### src/sv/aes_pkg.sv
// Shared types, constants and byte-level functions for the AES-128 core.
`timescale 1ns / 1ps

package aes_pkg;

   localparam int NumRounds = 10;
   localparam int RkDepth   = 2 * (NumRounds + 1);
   localparam int RoundW    = $clog2(NumRounds + 1);

   localparam logic [63:0] KeyHighReset = 64'h2b7e151628aed2a6;
   localparam logic [63:0] KeyLowReset  = 64'habf7158809cf4f3c;

   localparam logic [0:0] CsrKeyHigh = 1'b0;
   localparam logic [0:0] CsrKeyLow  = 1'b1;

   localparam logic KindEncrypt = 1'b0;
   localparam logic KindDecrypt = 1'b1;

   typedef enum logic [1:0] {
      CORE_IDLE,
      CORE_ROUND,
      CORE_DONE
   } core_state_type;

   typedef enum logic [1:0] {
      KEX_IDLE,
      KEX_RUN
   } kex_state_type;

   // round request from the sequencer to the round unit
   typedef struct packed {
      logic decrypt;
      logic first;  // initial key addition only
      logic last;   // skip mix columns
   } round_ctl_type;

   localparam logic [7:0] SBox [256] = '{
      8'h63,8'h7c,8'h77,8'h7b,8'hf2,8'h6b,8'h6f,8'hc5,8'h30,8'h01,8'h67,8'h2b,8'hfe,8'hd7,8'hab,8'h76,
      8'hca,8'h82,8'hc9,8'h7d,8'hfa,8'h59,8'h47,8'hf0,8'had,8'hd4,8'ha2,8'haf,8'h9c,8'ha4,8'h72,8'hc0,
      8'hb7,8'hfd,8'h93,8'h26,8'h36,8'h3f,8'hf7,8'hcc,8'h34,8'ha5,8'he5,8'hf1,8'h71,8'hd8,8'h31,8'h15,
      8'h04,8'hc7,8'h23,8'hc3,8'h18,8'h96,8'h05,8'h9a,8'h07,8'h12,8'h80,8'he2,8'heb,8'h27,8'hb2,8'h75,
      8'h09,8'h83,8'h2c,8'h1a,8'h1b,8'h6e,8'h5a,8'ha0,8'h52,8'h3b,8'hd6,8'hb3,8'h29,8'he3,8'h2f,8'h84,
      8'h53,8'hd1,8'h00,8'hed,8'h20,8'hfc,8'hb1,8'h5b,8'h6a,8'hcb,8'hbe,8'h39,8'h4a,8'h4c,8'h58,8'hcf,
      8'hd0,8'hef,8'haa,8'hfb,8'h43,8'h4d,8'h33,8'h85,8'h45,8'hf9,8'h02,8'h7f,8'h50,8'h3c,8'h9f,8'ha8,
      8'h51,8'ha3,8'h40,8'h8f,8'h92,8'h9d,8'h38,8'hf5,8'hbc,8'hb6,8'hda,8'h21,8'h10,8'hff,8'hf3,8'hd2,
      8'hcd,8'h0c,8'h13,8'hec,8'h5f,8'h97,8'h44,8'h17,8'hc4,8'ha7,8'h7e,8'h3d,8'h64,8'h5d,8'h19,8'h73,
      8'h60,8'h81,8'h4f,8'hdc,8'h22,8'h2a,8'h90,8'h88,8'h46,8'hee,8'hb8,8'h14,8'hde,8'h5e,8'h0b,8'hdb,
      8'he0,8'h32,8'h3a,8'h0a,8'h49,8'h06,8'h24,8'h5c,8'hc2,8'hd3,8'hac,8'h62,8'h91,8'h95,8'he4,8'h79,
      8'he7,8'hc8,8'h37,8'h6d,8'h8d,8'hd5,8'h4e,8'ha9,8'h6c,8'h56,8'hf4,8'hea,8'h65,8'h7a,8'hae,8'h08,
      8'hba,8'h78,8'h25,8'h2e,8'h1c,8'ha6,8'hb4,8'hc6,8'he8,8'hdd,8'h74,8'h1f,8'h4b,8'hbd,8'h8b,8'h8a,
      8'h70,8'h3e,8'hb5,8'h66,8'h48,8'h03,8'hf6,8'h0e,8'h61,8'h35,8'h57,8'hb9,8'h86,8'hc1,8'h1d,8'h9e,
      8'he1,8'hf8,8'h98,8'h11,8'h69,8'hd9,8'h8e,8'h94,8'h9b,8'h1e,8'h87,8'he9,8'hce,8'h55,8'h28,8'hdf,
      8'h8c,8'ha1,8'h89,8'h0d,8'hbf,8'he6,8'h42,8'h68,8'h41,8'h99,8'h2d,8'h0f,8'hb0,8'h54,8'hbb,8'h16
   };

   localparam logic [7:0] InvSBox [256] = '{
      8'h52,8'h09,8'h6a,8'hd5,8'h30,8'h36,8'ha5,8'h38,8'hbf,8'h40,8'ha3,8'h9e,8'h81,8'hf3,8'hd7,8'hfb,
      8'h7c,8'he3,8'h39,8'h82,8'h9b,8'h2f,8'hff,8'h87,8'h34,8'h8e,8'h43,8'h44,8'hc4,8'hde,8'he9,8'hcb,
      8'h54,8'h7b,8'h94,8'h32,8'ha6,8'hc2,8'h23,8'h3d,8'hee,8'h4c,8'h95,8'h0b,8'h42,8'hfa,8'hc3,8'h4e,
      8'h08,8'h2e,8'ha1,8'h66,8'h28,8'hd9,8'h24,8'hb2,8'h76,8'h5b,8'ha2,8'h49,8'h6d,8'h8b,8'hd1,8'h25,
      8'h72,8'hf8,8'hf6,8'h64,8'h86,8'h68,8'h98,8'h16,8'hd4,8'ha4,8'h5c,8'hcc,8'h5d,8'h65,8'hb6,8'h92,
      8'h6c,8'h70,8'h48,8'h50,8'hfd,8'hed,8'hb9,8'hda,8'h5e,8'h15,8'h46,8'h57,8'ha7,8'h8d,8'h9d,8'h84,
      8'h90,8'hd8,8'hab,8'h00,8'h8c,8'hbc,8'hd3,8'h0a,8'hf7,8'he4,8'h58,8'h05,8'hb8,8'hb3,8'h45,8'h06,
      8'hd0,8'h2c,8'h1e,8'h8f,8'hca,8'h3f,8'h0f,8'h02,8'hc1,8'haf,8'hbd,8'h03,8'h01,8'h13,8'h8a,8'h6b,
      8'h3a,8'h91,8'h11,8'h41,8'h4f,8'h67,8'hdc,8'hea,8'h97,8'hf2,8'hcf,8'hce,8'hf0,8'hb4,8'he6,8'h73,
      8'h96,8'hac,8'h74,8'h22,8'he7,8'had,8'h35,8'h85,8'he2,8'hf9,8'h37,8'he8,8'h1c,8'h75,8'hdf,8'h6e,
      8'h47,8'hf1,8'h1a,8'h71,8'h1d,8'h29,8'hc5,8'h89,8'h6f,8'hb7,8'h62,8'h0e,8'haa,8'h18,8'hbe,8'h1b,
      8'hfc,8'h56,8'h3e,8'h4b,8'hc6,8'hd2,8'h79,8'h20,8'h9a,8'hdb,8'hc0,8'hfe,8'h78,8'hcd,8'h5a,8'hf4,
      8'h1f,8'hdd,8'ha8,8'h33,8'h88,8'h07,8'hc7,8'h31,8'hb1,8'h12,8'h10,8'h59,8'h27,8'h80,8'hec,8'h5f,
      8'h60,8'h51,8'h7f,8'ha9,8'h19,8'hb5,8'h4a,8'h0d,8'h2d,8'he5,8'h7a,8'h9f,8'h93,8'hc9,8'h9c,8'hef,
      8'ha0,8'he0,8'h3b,8'h4d,8'hae,8'h2a,8'hf5,8'hb0,8'hc8,8'heb,8'hbb,8'h3c,8'h83,8'h53,8'h99,8'h61,
      8'h17,8'h2b,8'h04,8'h7e,8'hba,8'h77,8'hd6,8'h26,8'he1,8'h69,8'h14,8'h63,8'h55,8'h21,8'h0c,8'h7d
   };

   function automatic logic [7:0] xtime(input logic [7:0] a);
      xtime = {a[6:0], 1'b0} ^ (a[7] ? 8'h1b : 8'h00);
   endfunction

   function automatic logic [31:0] sub_word(input logic [31:0] x);
      sub_word = {SBox[x[31:24]], SBox[x[23:16]], SBox[x[15:8]], SBox[x[7:0]]};
   endfunction

endpackage

### src/sv/aes_key_expand.sv
// Round key expansion: one round key per cycle into the round key memory.
`timescale 1ns / 1ps

module aes_key_expand
   import aes_pkg::*;
(
   input  logic                  clock,
   input  logic                  reset,
   input  logic                  start,
   input  logic [127:0]          key,
   input  logic [RoundW-1:0]     rd_round,
   output logic [127:0]          rd_key,
   output logic                  busy
);

   kex_state_type       state_ff, state_in;
   logic [RoundW-1:0]   round_ff, round_in;
   logic [127:0]        rk_ff, rk_in;
   logic [7:0]          rcon_ff, rcon_in;
   logic [127:0]        rk_mem [NumRounds + 1];
   logic                wr_en;
   logic [RoundW-1:0]   wr_addr;
   logic [127:0]        wr_data;
   logic [31:0]         t;
   logic [31:0]         w0, w1, w2, w3;

   // next round key from the previous one
   always_comb begin
      t  = sub_word({rk_ff[23:0], rk_ff[31:24]}) ^ {rcon_ff, 24'h0};
      w0 = rk_ff[127:96] ^ t;
      w1 = rk_ff[95:64] ^ w0;
      w2 = rk_ff[63:32] ^ w1;
      w3 = rk_ff[31:0] ^ w2;
   end

   // next state; a start while running begins again from the new key
   always_comb begin
      state_in = state_ff;
      case (state_ff)
         KEX_IDLE: if (start) state_in = KEX_RUN;
         KEX_RUN:  if (!start && round_ff == RoundW'(NumRounds)) state_in = KEX_IDLE;
         default:  state_in = KEX_IDLE;
      endcase
   end

   // datapath and memory write
   always_comb begin
      round_in = round_ff;
      rk_in    = rk_ff;
      rcon_in  = rcon_ff;
      wr_en    = 1'b0;
      wr_addr  = round_ff;
      wr_data  = rk_ff;
      case (state_ff)
         KEX_IDLE: begin
            if (start) begin
               round_in = '0;
               rk_in    = key;
               rcon_in  = 8'h01;
            end
         end
         KEX_RUN: begin
            wr_en = 1'b1;
            if (start) begin
               round_in = '0;
               rk_in    = key;
               rcon_in  = 8'h01;
            end else begin
               round_in = round_ff + 1'b1;
               rk_in    = {w0, w1, w2, w3};
               rcon_in  = xtime(rcon_ff);
            end
         end
         default: ;
      endcase
   end

   assign busy = (state_ff != KEX_IDLE) || start;

   always_ff @(posedge clock) begin
      if (reset) begin
         state_ff <= KEX_IDLE;
      end else begin
         state_ff <= state_in;
      end
      round_ff <= round_in;
      rk_ff    <= rk_in;
      rcon_ff  <= rcon_in;
   end

   // round key memory, registered read
   always_ff @(posedge clock) begin
      if (wr_en) rk_mem[wr_addr] <= wr_data;
      rd_key <= rk_mem[rd_round];
   end

endmodule

### config.mk
export PLATFORM = sky130hd
export DESIGN_NAME = aes_key_expand
export DESIGN_NICKNAME = d
export VERILOG_FILES = /design/src/sv/aes_pkg.sv /design/src/sv/aes_key_expand.sv
export SDC_FILE = /design/constraint.sdc
export NUM_CORES = 2
export LEC_CHECK = 0
export ABC_AREA = 1
export BUFFER_PORTS_ARGS = -buffer_cell sky130_fd_sc_hd__buf_2
export CAP_MARGIN = 20
export CORE_MARGIN = 5
export CORE_UTILIZATION = 60
export CTS_CLUSTER_DIAMETER = 40
export DETAILED_ROUTE_END_ITERATION = 8
export GPL_ROUTABILITY_DRIVEN = 1
export PLACE_DENSITY = 0.81
export SETUP_SLACK_MARGIN = 0.2
export SYNTH_ARGS = -nofsm -noshare
export SYNTH_HDL_FRONTEND = slang
export SYNTH_SLANG_ARGS = --single-unit
### constraint.sdc
create_clock -name clock -period 16.44 [get_ports clock]
set_clock_uncertainty 0.1 [all_clocks]
set_input_delay 0 -clock clock [delete_from_list [all_inputs] [get_ports clock]]
set_output_delay 0 -clock clock [all_outputs]
set_load 0.005 [all_outputs]
==> results.py <==
metrics = {
    "clock_network": {
        "clk_root_buffer_cell": "clkbuf_16",
        "postCtsResizedCells": 0,
        "clk_transition_reported_paths_ns": 0.06,
        "htree_levels": 4,
        "numCtsBuffers": 188,
        "cts_tree": "done",
        "cts.sinks": 1677,
        "clkLatencyLatePin_ns": 0.84,
        "cts_buffer_depth": 3,
    },
    "sta": {
        "relSlewSlack": -0.00699,
        "period_share": 0.293,
        "fin_tns_setup_ns": 0,
        "setup_viol": 0,
        "fin_crit_ns": 4.81,
        "finalHoldViolCount": 0,
        "finalMaxSlewViolations": 1,
        "worst_slack_ns": 11.63,
        "max_freq_mhz": 208,
        "rsz0062_at_grt": "false",
        "tightest_slew_ns": 1.49,
    },
    "placement": {
        "placed_cell_area_um2": 79000,
        "io_buffer_count": 263,
        "place_congestion": 1.07,
        "dp_hpwl_mm": 160,
        "preCtsSetupSlack_ns": 12.06,
    },
    "critical_path": {
        "path_buf_inv": 4,
        "worstPathArrival_ns": 5.29,
        "required_ns": 16.92,
        "cp-start-kind": "register",
        "critical_path_class": "register to register",
        "cp_cell_sequence": "buf_4 > inv_2 > nand2_1 > nand2_1 > o21ai_0 > nand2_1 > nand3_1 > nand3_1 > nand3_1 > nand3_1 > nand2_1 > nand2_1 > nand2_1 > nand2_1 > nand3_1 > o21ai_0 > dlygate4sd3_1 > inv_1",
        "r2r_cells": 18,
        "critPathSlowestCell": "nand2_1",
        "end_kind": "register",
        "crit_family": "simple AND/OR/NAND/NOR gates",
        "crit_top_cell": "nand2_1",
        "path_max_fanout": 45,
        "slowest_delay_ns": 0.63,
        "cp.depth": 18,
    },
    "synthesis": {
        "synth.most_common_cell": "edfxtp_1",
        "synthesis.area_um2": 76800,
        "synth_nets": 7765,
        "synth-seq-area-share": 0.639,
        "synth_top_family_by_area": "simple AND/OR/NAND/NOR gates",
        "synth_warnings": 0,
        "synthSimpleGateAreaFrac": 0.199,
        "synth-async-reset-ratio": 0,
        "yosys.area.top_type_share": 0.605,
        "synth_xor_area_frac": 0.00125,
        "synthDistinctLibCells": 33,
        "netlist_top_cells_area": "edfxtp_1 (61%), nand3_1 (9.0%), nand2_1 (6.4%)",
        "synth_compound_area_frac": 0.106,
        "syn_avg_cell_area_um2": 10.2,
        "synth_adder_area_share": 0.0104,
        "synth_top_area_cell": "edfxtp_1",
        "synth_flop_cell": "edfxtp_1",
        "postSynthCellCount": 7566,
        "ys_ff_latch": 1677,
        "synth_mux_area_frac": 0,
        "synth-edff-count": 1548,
        "netlist_top_cells_count": "edfxtp_1 (1548), nand3_1 (1388), nand2_1 (1320)",
    },
    "power": {
        "p_per_area_nw_per_um2": 126,
        "vdd_ir_drop_max_mv": 0.130,
        "totalPowerFinal_mw": 11.1,
        "leakagePower_nw": 32.8,
    },
    "floorplanning": {
        "die_width_um": 368,
        "io_pins": 264,
        "die_height_um": 368,
        "initial_utilization": 0.603,
        "dieArea_um2": 135000,
        "num_rows": 131,
        "fp.coreArea_um2": 127000,
    },
    "grt": {
        "track_usage": 0.385,
        "antenna_found_initial": 25,
        "grt_pass1_vias": 61200,
        "overflow": 0,
        "grt_pass1_wl_mm": 391,
        "grt_max_degree": 260,
    },
    "drt": {
        "antenna_left": 0,
        "wl_met3_mm": 37.2,
        "wl_mm": 269,
        "remaining_drc_errors": 0,
        "drtIter0Drc": 11100,
        "met2_length_mm": 118,
        "avgViaCountPerCell": 6.68,
        "m1WireLength_mm": 97.1,
        "drtPass1Iterations": 9,
        "route.vias.total": 64900,
        "drt-wirelength-per-cell_um": 27.7,
        "top_layer": "met5",
    },
    "final_layout": {
        "design_area_um2": 88300,
        "fillers": 8794,
        "multiInputGateArea_um2": 24400,
        "seq_area_um2": 49100,
        "synthToLayoutAreaGrowth_pct": 15.0,
        "layout-drive-gt1-share": 0.0958,
        "layout.nets": 8078,
    },
    "worst_hold_path": {
        "hold_depth": 5,
        "hold_path_class": "input port to register",
    },
    "status": {
        "outcome": "complete, but fails checks",
        "violations": "capacitance limit, slew limit",
    },
    "run": {
        "maxCapViolCount": 1,
    },
}
-- state kept, by name, summed over array words and instances, names as in the netlist --
register  flops
rcon_ff       8
rk_mem     1408
state_ff      1
round_ff      4
rd_key      128
rk_ff       128
-- placed cells by master, fill, tap and decap left out, types with 9 or more instances in the layout --
cell,n
clkinv_1,22
inv_2,19
a21oi_1,122
buf_2,259
or2_2,50
a211oi_1,14
clkbuf_16,194
buf_4,92
ha_1,64
o211ai_1,146
o21ai_1,17
clkinv_2,24
o221ai_1,114
clkbuf_1,36
nand4_1,17
bufinv_16,20
dfxtp_1,129
inv_1,314
a31oi_1,17
nand2_1,1320
nand2_2,15
edfxtp_1,1548
o21ai_0,867
inv_6,12
diode_2,12
nand3b_1,12
nand3_1,1388
clkinvlp_4,9
clkbuf_8,11
nor2_1,717
dlygate4sd3_1,268
clkinv_4,11
o22ai_1,128
nor2_4,10
-- worst reg2reg max path: cells and delay by family (launching register included) --
| kind | cells | cell delay, ns |
|---|---|---|
| flops | 1 | 0.36 |
| simple gates | 12 | 2.20 |
| compound gates | 2 | 0.29 |
| buf+inv | 4 | 1.61 |
-- area by class of cell --
cell class | count | area share
sequential | 1677 | 0.556
clock inverter | 112 | 0.0160
tap | 1662 | 0.0235
multi-input combinational | 5039 | 0.277
antenna | 12 | 0.000340
inverter | 343 | 0.0148
clock buffer | 240 | 0.0581
timing repair buffer | 630 | 0.0551
-- final timing paths --
kind / start / endpoint / slack (ns)
worst min register to register: rk_mem[10][117] / rd_key[117] / 0.36
worst max-delay path: rk_ff[26] / rk_ff[36] / 11.63
worst max register to register: rk_ff[26] / rk_ff[36] / 11.63
worst min-delay path: key[14] / rk_ff[14] / 0.05
-- layer usage --
layer / GRT usage / vias to the layer above
li1: - / 27800
met5: 0 / -
met4: 0.214 / 20
met1: 0.524 / 30800
met2: 0.570 / 5401
met3: 0.101 / 931
-- where the power goes --
part / switching (mW) / internal (mW)
Sequential: 0.180 / 4.87
Combinational: 1.22 / 0.475
Clock: 1.79 / 2.56
Total: 3.18 / 7.91
-- stage by stage --
stage	util	instances	hold WS, ns
floorplan	-	7566	-0.0276
global placement	0.621	9081	0.0662
detailed placement	0.621	9082	0.0577
CTS	0.693	9702	0.00133
global route	0.693	9709	0.0444
finish	0.694	9715	0.0539
-- cells by family (layout without fill, tap and decap cells) --
| family | count (synthesis) | after routing |
|---|---|---|
| xor gates and xnor gates | 11 | 11 |
| and+or+nand+nor | 3535 | 3535 |
| AOI/OAI and AO/OA | 1429 | 1429 |
| adders and majority gates | 64 | 64 |
| DFF | 1677 | 1677 |
| buffers and inverters | 850 | 1325 |
| other | 0 | 12 |
-- what timing repair did --
action,CTS,global route
setup buffers,0,0
hold buffers,268,0
hold endpoints to repair,248,0
No activity file was read; power rests on OpenSTA's default activity.
